### config.mk
export PLATFORM = sky130hd
export DESIGN_NAME = hcpu_core
export DESIGN_NICKNAME = d
export VERILOG_FILES = /design/src/hdl/hcpu_pkg.sv /design/src/hdl/hcpu_core.sv
export VERILOG_INCLUDE_DIRS = /design/src /design/src/hdl
export SDC_FILE = /design/constraint.sdc
export NUM_CORES = 1
export LEC_CHECK = 0
export BUFFER_PORTS_ARGS = -buffer_cell sky130_fd_sc_hd__buf_2
export CAP_MARGIN = 20
export CORE_MARGIN = 4
export CORE_UTILIZATION = 40
export CTS_BUF_LIST = sky130_fd_sc_hd__clkbuf_16
export CTS_CLUSTER_DIAMETER = 100
export CTS_CLUSTER_SIZE = 25
export DETAILED_ROUTE_END_ITERATION = 6
export GPL_TIMING_DRIVEN = 0
export PLACE_DENSITY = 0.67
export SETUP_SLACK_MARGIN = 0.3
export SLEW_MARGIN = 20
export SYNTH_ARGS = -nofsm -noshare
export SYNTH_HDL_FRONTEND = slang
export SYNTH_SLANG_ARGS = --single-unit
### constraint.sdc
create_clock -name clk_i -period 20.2 [get_ports clk_i]
set_input_delay 1.01 -clock clk_i [delete_from_list [all_inputs] [get_ports clk_i]]
set_output_delay 1.01 -clock clk_i [all_outputs]
set_load 0.05 [all_outputs]
### src/hdl/hack_cpu_instruction_step_unit_macros.svh
// Assertion helpers shared by the step unit modules.
// Every module that uses them has a clock named clk_i and an active-low reset rst_ni.
`ifndef HACK_CPU_INSTRUCTION_STEP_UNIT_MACROS_SVH
`define HACK_CPU_INSTRUCTION_STEP_UNIT_MACROS_SVH

// Same-cycle implication.
`define HCPU_ASSERT_IMP(lbl, ante, cons, msg) \
  lbl: assert property (@(posedge clk_i) disable iff (!rst_ni) (ante) |-> (cons)) \
    else $error(msg);

// Next-cycle implication.
`define HCPU_ASSERT_NXT(lbl, ante, cons, msg) \
  lbl: assert property (@(posedge clk_i) disable iff (!rst_ni) (ante) |=> (cons)) \
    else $error(msg);

`endif

### src/hdl/hcpu_pkg.sv
package hcpu_pkg;

  localparam int unsigned WordW       = 16;
  localparam int unsigned PcW         = 15;
  localparam int unsigned RamWordsDef = 32768;

  // Program length after reset: the whole instruction space.
  localparam logic [WordW-1:0] ProgWordsRst = 16'h8000;

  // Instruction fields.
  localparam int unsigned InsTypeBit = 15;
  localparam int unsigned InsAmBit   = 12;
  localparam int unsigned CompHi     = 11;
  localparam int unsigned CompLo     = 6;

  // Bits of the comp field.
  localparam int unsigned CompZx = 5;
  localparam int unsigned CompNx = 4;
  localparam int unsigned CompZy = 3;
  localparam int unsigned CompNy = 2;
  localparam int unsigned CompF  = 1;
  localparam int unsigned CompNo = 0;

  // Destination bits.
  localparam int unsigned DstA = 5;
  localparam int unsigned DstD = 4;
  localparam int unsigned DstM = 3;

  // Jump condition bits.
  localparam int unsigned JmpLt = 2;
  localparam int unsigned JmpEq = 1;
  localparam int unsigned JmpGt = 0;

  typedef struct packed {
    logic           en;
    logic [PcW-1:0] addr;
  } hcpu_rd_t;

  typedef struct packed {
    logic             en;
    logic [PcW-1:0]   addr;
    logic [WordW-1:0] data;
  } hcpu_wr_t;

  typedef struct packed {
    logic [PcW-1:0]   next_pc;
    logic [WordW-1:0] a_value;
    logic [WordW-1:0] d_value;
    logic             mem_write;
    logic [PcW-1:0]   mem_address;
    logic [WordW-1:0] mem_data;
    logic             finished;
  } hcpu_res_t;

endpackage

### src/hdl/hcpu_core.sv
`include "hack_cpu_instruction_step_unit_macros.svh"

module hcpu_core (
  input  logic                          clk_i,
  input  logic                          rst_ni,
  input  logic                          cfg_we_i,
  input  logic [hcpu_pkg::WordW-1:0]    cfg_wdata_i,
  input  logic                          accept_i,
  input  logic [hcpu_pkg::WordW-1:0]    instruction_i,
  input  logic                          stop_i,
  input  logic                          fire_i,
  input  logic [hcpu_pkg::WordW-1:0]    m_data_i,
  output logic                          ex_valid_o,
  output hcpu_pkg::hcpu_res_t           res_o,
  output hcpu_pkg::hcpu_rd_t            rd_o,
  output hcpu_pkg::hcpu_wr_t            wr_o
);
  import hcpu_pkg::*;

  logic [WordW-1:0] prog_words_q;
  logic [WordW-1:0] a_q;
  logic [WordW-1:0] d_q;
  logic [PcW-1:0]   pc_q;
  logic             stopped_q;
  logic             ex_valid_q;
  logic [WordW-1:0] ex_ins_q;
  logic             ex_stop_q;

  logic             halted;
  logic [5:0]       comp;
  logic [WordW-1:0] alu_x;
  logic [WordW-1:0] alu_y;
  logic [WordW-1:0] bus;
  logic             zr;
  logic             ng;
  logic             take;
  logic [PcW-1:0]   pc_inc;
  logic             store;
  hcpu_res_t        res;

  always_comb begin
    halted = ex_stop_q || stopped_q || ({1'b0, pc_q} >= prog_words_q);
    comp   = ex_ins_q[CompHi:CompLo];
    pc_inc = pc_q + 1'b1;

    alu_x = d_q;
    alu_y = ex_ins_q[InsAmBit] ? m_data_i : a_q;
    if (comp[CompZx]) alu_x = '0;
    if (comp[CompNx]) alu_x = ~alu_x;
    if (comp[CompZy]) alu_y = '0;
    if (comp[CompNy]) alu_y = ~alu_y;
    bus = comp[CompF] ? (alu_x + alu_y) : (alu_x & alu_y);
    if (comp[CompNo]) bus = ~bus;
    zr   = (bus == '0);
    ng   = bus[WordW-1];
    take = (ex_ins_q[JmpLt] && ng) || (ex_ins_q[JmpEq] && zr) ||
           (ex_ins_q[JmpGt] && !zr && !ng);

    res       = '0;
    store     = 1'b0;
    res.a_value = a_q;
    res.d_value = d_q;
    if (halted) begin
      res.next_pc  = pc_q;
      res.finished = 1'b1;
    end else begin
      res.next_pc = pc_inc;
      if (!ex_ins_q[InsTypeBit]) begin
        res.a_value = ex_ins_q;
      end else begin
        store = ex_ins_q[DstM];
        if (ex_ins_q[DstA]) res.a_value = bus;
        if (ex_ins_q[DstD]) res.d_value = bus;
        if (take) res.next_pc = a_q[PcW-1:0];
        if (store) begin
          res.mem_write   = 1'b1;
          res.mem_address = a_q[PcW-1:0];
          res.mem_data    = bus;
        end
      end
      res.finished = {1'b0, res.next_pc} >= prog_words_q;
    end
  end

  // The operand read for the incoming instruction uses A as it will be
  // once the instruction now executing has retired.
  always_comb begin
    rd_o.en   = accept_i;
    rd_o.addr = fire_i ? res.a_value[PcW-1:0] : a_q[PcW-1:0];
    wr_o.en   = fire_i && ex_valid_q && store;
    wr_o.addr = a_q[PcW-1:0];
    wr_o.data = bus;
  end

  always_ff @(posedge clk_i or negedge rst_ni) begin
    if (!rst_ni) begin
      prog_words_q <= ProgWordsRst;
      a_q          <= '0;
      d_q          <= '0;
      pc_q         <= '0;
      stopped_q    <= 1'b0;
      ex_valid_q   <= 1'b0;
    end else begin
      if (cfg_we_i) begin
        prog_words_q <= cfg_wdata_i;
      end
      if (fire_i && ex_valid_q) begin
        a_q       <= res.a_value;
        d_q       <= res.d_value;
        pc_q      <= res.next_pc;
        stopped_q <= stopped_q || ex_stop_q;
      end
      if (accept_i) begin
        ex_valid_q <= 1'b1;
      end else if (fire_i) begin
        ex_valid_q <= 1'b0;
      end
    end
  end

  always_ff @(posedge clk_i) begin
    if (accept_i) begin
      ex_ins_q  <= instruction_i;
      ex_stop_q <= stop_i;
    end
  end

  assign ex_valid_o = ex_valid_q;
  assign res_o      = res;

  `HCPU_ASSERT_IMP(a_store_on_fire, wr_o.en, fire_i && ex_valid_q && !halted,
                   "RAM store without a retiring instruction")
  `HCPU_ASSERT_NXT(a_stop_sticks, fire_i && ex_valid_q && ex_stop_q, stopped_q,
                   "stop request did not halt the CPU")

endmodule
* Yosys cells after proc, flatten, opt, wreduce, memory -nomap -nowiden
Index checks and enable logic that the tools add are counted.
Storage, ports and cells: word-level logic and storage cells 53, RAM bits 0, register bits 82, input bits 54, bits in read-only memories 0, latch bits 0, memories 0
Cells by class: magnitude comparators 2, bitwise gates (word level) 4, shifts and indexed selects 0, muxes and demuxes 23, equal/unequal tests 0, add/subtract/negate cells 2, divide/modulo/power cells 0, $mul 0, reduce and logical (&&, ||, !) cells 14
Operators with widths (count):
- 16-bit 2-to-1 mux | 10
- 15-bit 2-to-1 mux | 5
- 64-bit 2-to-1 mux | 1
- 48-bit 2-to-1 mux | 1
- 16-bit NOT | 3
- 15-bit by 16-bit greater-or-equal comparator with 1-bit output | 2
- 32-bit 2-to-1 mux | 1
- 16-bit adder | 1
- 16-bit AND | 1
- 16-bit logical NOT | 1
- 15-bit by 1-bit adder with 15-bit output, second input constant | 1
- 1-bit logical AND | 6
- 1-bit 2-to-1 mux | 5
- 1-bit logical OR | 4
- 1-bit logical NOT | 2
- 2-bit nonzero test | 1

* Depth between registers and ports, before layout
depth after elaboration 18, mapped depth 31, depth with buffers taken out 26

* Worst setup path after synthesis
No wires, ideal clock.
kind reg2out, from reg ex_ins_q[12], to out res_o[0] (netlist bit), cell stages (with the launch flop) 30, setup slack 11786 ps, arrival time 7404 ps, cell sequence edfxtp_1 -> clkbuf_1 -> clkbuf_1 -> mux2i_1 -> nor2_1 -> xor2_1 -> fa_1 -> a21o_1 -> a221oi_4 -> o21a_1 -> o311ai_0 -> xnor2_1 -> a2111oi_4 -> and4_1 -> o311ai_1 -> buf_4 -> buf_2 -> nand2_1 -> o21ai_0 -> ha_1 -> nand2b_1 -> a21o_1 -> a21o_1 -> a21o_1 -> a21o_1 -> a21o_1 -> a21o_1 -> a21o_1 -> a2111oi_0 -> o221ai_1
RTL lines:
- start, declared | RTL line hcpu_core.sv:26 | logic [WordW-1:0] ex_ins_q;
- start signal, assigned | RTL line hcpu_core.sv:123 | ex_ins_q <= instruction_i;
- end, declared | RTL line hcpu_core.sv:14 | output hcpu_pkg::hcpu_res_t res_o,

==> impl_metrics.json <==
{
  "status": "complete, no violations",
  "rr_worst_depth": 19,
  "overflow": 0,
  "endpoint_kind": "primary output",
  "wire_per_inst_microns": 20.79,
  "place.gp.congestion": 0.9667,
  "drt-pass1-iter-count": 6,
  "synthFlopType": "dfrtp_1",
  "antenna_cells": 0,
  "maxCapViolations": 0,
  "synth_area_leaders": "dfrtp_1 (21%), ha_1 (7.7%), edfxtp_1 (6.7%)",
  "grtUsageTotal": 0.2493,
  "setup_slack_ns": 10.73,
  "dieArea_sq_um": 21300,
  "synth_commonest_cells": "nor2_1 (81), dfrtp_1 (64), a21oi_1 (59)",
  "cpMostUsedCell": "a21o_1",
  "synth_cells": 885,
  "coreArea_sq_um": 18710,
  "yosysMostFrequentCell": "nor2_1",
  "ir_drop_mv": 0.07895,
  "drive_gt1_frac": 0.2493,
  "synth_edf_count": 17,
  "vias_per_cell": 5.879,
  "grt_pass1_vias": 7360,
  "cts_tree": "yes",
  "die_y_microns": 146.0,
  "buffer_ports.inserted": 181,
  "yosysWarnings": 0,
  "leakagePower_uw": 0.004373,
  "antenna_found_initial": 0,
  "post_cts_resized": 0,
  "cts_sinks": 82,
  "whs_path_depth": 1,
  "ys_seq_area_frac": 0.2809,
  "syn-num-nets": 987,
  "period_share": 0.4689,
  "period_needed_ns": 9.472,
  "synth.cell_area_sq_um": 7612,
  "fin_cells": 1317,
  "clk_latency_ns": 0.35,
  "maxSlewViolCount": 0,
  "finalClockSkew_ns": 0.01124,
  "hp-class": "reg -> reg",
  "place_inst": 1301,
  "final_antenna_net_count": 0,
  "cp_max_fo": 10,
  "cts_buffers": 9,
  "slowest_delay_ns": 0.67,
  "htree_levels": 3,
  "worst_setup_path_start_kind": "register",
  "ys_async_sr_fraction": 0.7927,
  "cts_root_buf": "clkbuf_16",
  "clk_pin_slew_ns": 0.06,
  "place_hpwl_mm": 21.53,
  "setup_viol": 0,
  "synth.top_cell.area_share": 0.2104,
  "cts_hold_buf": 0,
  "vias": 7742,
  "drt_iter0_drc": 754,
  "post-route-drc-count": 0,
  "grt_pass1_wl_mm": 42.09,
  "initial_utilization": 0.4070,
  "nNetsFinal": 1180,
  "rsz0062_at_grt": "no",
  "yosysUniqueCellTypes": 66,
  "area_growth_pct": 20.20,
  "post_cts_buffers": 0,
  "finalWirelength_mm": 27.38,
  "io_pins": 183,
  "cp.required_ns": 19.19,
  "max_freq_mhz": 105.6,
  "worstMarginPinSlew_ns": 1.055,
  "tns_ns": 0,
  "grt_max_degree": 37,
  "synth_seq_cells": 82,
  "worstSetupPathType": "reg -> out",
  "power_density_nw_per_um2": 137.2,
  "finalPower_uw": 1255,
  "final_core_util": 0.4892,
  "worstPathArrival_ns": 8.46,
  "pre_cts_ws_ns": 11.19,
  "max_slew_margin": 0.2914,
  "crit_slowest_cell": "clkbuf_1",
  "synth_area_per_cell_sq_um": 8.601,
  "die_x_microns": 146.0,
  "hold_viol": 0,
  "synth_largest_area_cell": "dfrtp_1",
  "cts_buffer_depth": 2,
  "std_cell_rows": 50
}
## worst max-delay path, delay by kind of cell (launching register included)
kind                     cells  cell delay, ns
AO/OA/AOI/OAI               13            3.13
buffers and inverters        7            2.34
AND/OR/NAND/NOR              7            1.29
adder cells (fa/ha/maj)      2            0.55
flip-flops                   1            0.32
multiplexers                 1            0.26
XOR/XNOR                     1            0.18
## state kept, by name, indices dropped and copies added, names as in the netlist
register / count
ex_ins_q: 16
prog_words_q: 16
ex_valid_o: 1
a_q: 16
ex_stop_q: 1
d_q: 16
pc_q: 15
stopped_q: 1
## final timing paths
path	startpoint	end	slack [ns]
worst max-delay path	ex_ins_q[12]$_DFFE_PP_	res_o[0]	10.73
worst min-delay path	stopped_q$_DFFE_PN0P_	stopped_q$_DFFE_PN0P_	0.46
worst max register to register	ex_ins_q[12]$_DFFE_PP_	pc_q[9]$_DFFE_PN0P_	14.21
worst min register to register	stopped_q$_DFFE_PN0P_	stopped_q$_DFFE_PN0P_	0.46
max in group asynchronous	rst_ni	prog_words_q[15]$_DFFE_PN1P_	18.99
min in group asynchronous	rst_ni	prog_words_q[0]$_DFFE_PN0P_	0.59
## metrics by stage
step | instance area (sq um) | hold WS (ns)
final | 9150 | 0.4645
after global routing | 9150 | 0.4889
after CTS | 9145 | 0.4651
after detailed placement | 8840 | 0.4513
after global placement | 8811 | 0.4381
after floorplan | 7612 | 0.4287
## placed cells by master (no fill, tap or decap), drive strengths merged, types with 22 or more instances in the layout
cell type,count
a21o,24
a21oi,59
ha,47
and2,31
a2bb2oi,48
nor2,81
o21ai,34
mux2,34
xnor2,38
dfrtp,64
buf,216
nand2,53
nand3,23
mux2i,35
nand2b,22
clkbuf,54
inv,38
## power by group
group / total (uW) / internal, uW / switching, uW
clock network: 174 / 102 / 71.8
registers: 263 / 204 / 58.6
logic: 818 / 260 / 558
total: 1260 / 567 / 688
## layout make-up
cell class / count / area, sq um
well taps: 234 / 292.8
repair buffers: 182 / 928.4
plain buffers: 78 / 384.1
flip-flops and latches: 82 / 2138
multi-input cells: 690 / 4970
clock inverters: 6 / 55.05
clock buffers: 10 / 250.2
fillers: 1828 / 9555
inverters: 35 / 131.4
## layer usage
| layer | up-vias | part of all wire | global-route usage |
|---|---|---|---|
| li1 | 3587 | - | - |
| met1 | 3738 | 0.46 | 0.3636 |
| met2 | 380 | 0.44 | 0.3738 |
| met3 | 37 | 0.084 | 0.04858 |
| met4 | 0 | 0.022 | 0.07312 |
| met5 | - | 0 | 0 |
## cell families after synthesis
group	after synthesis	synth area share
buffers and inverters	113	0.06772
AO/OA/AOI/OAI	241	0.2272
multiplexers	69	0.09681
AND/OR/NAND/NOR	273	0.1797
XOR/XNOR	59	0.06788
adder cells (fa/ha/maj)	48	0.07988
flip-flops	82	0.2809
Note: power is estimated with default switching activity, not from simulation.
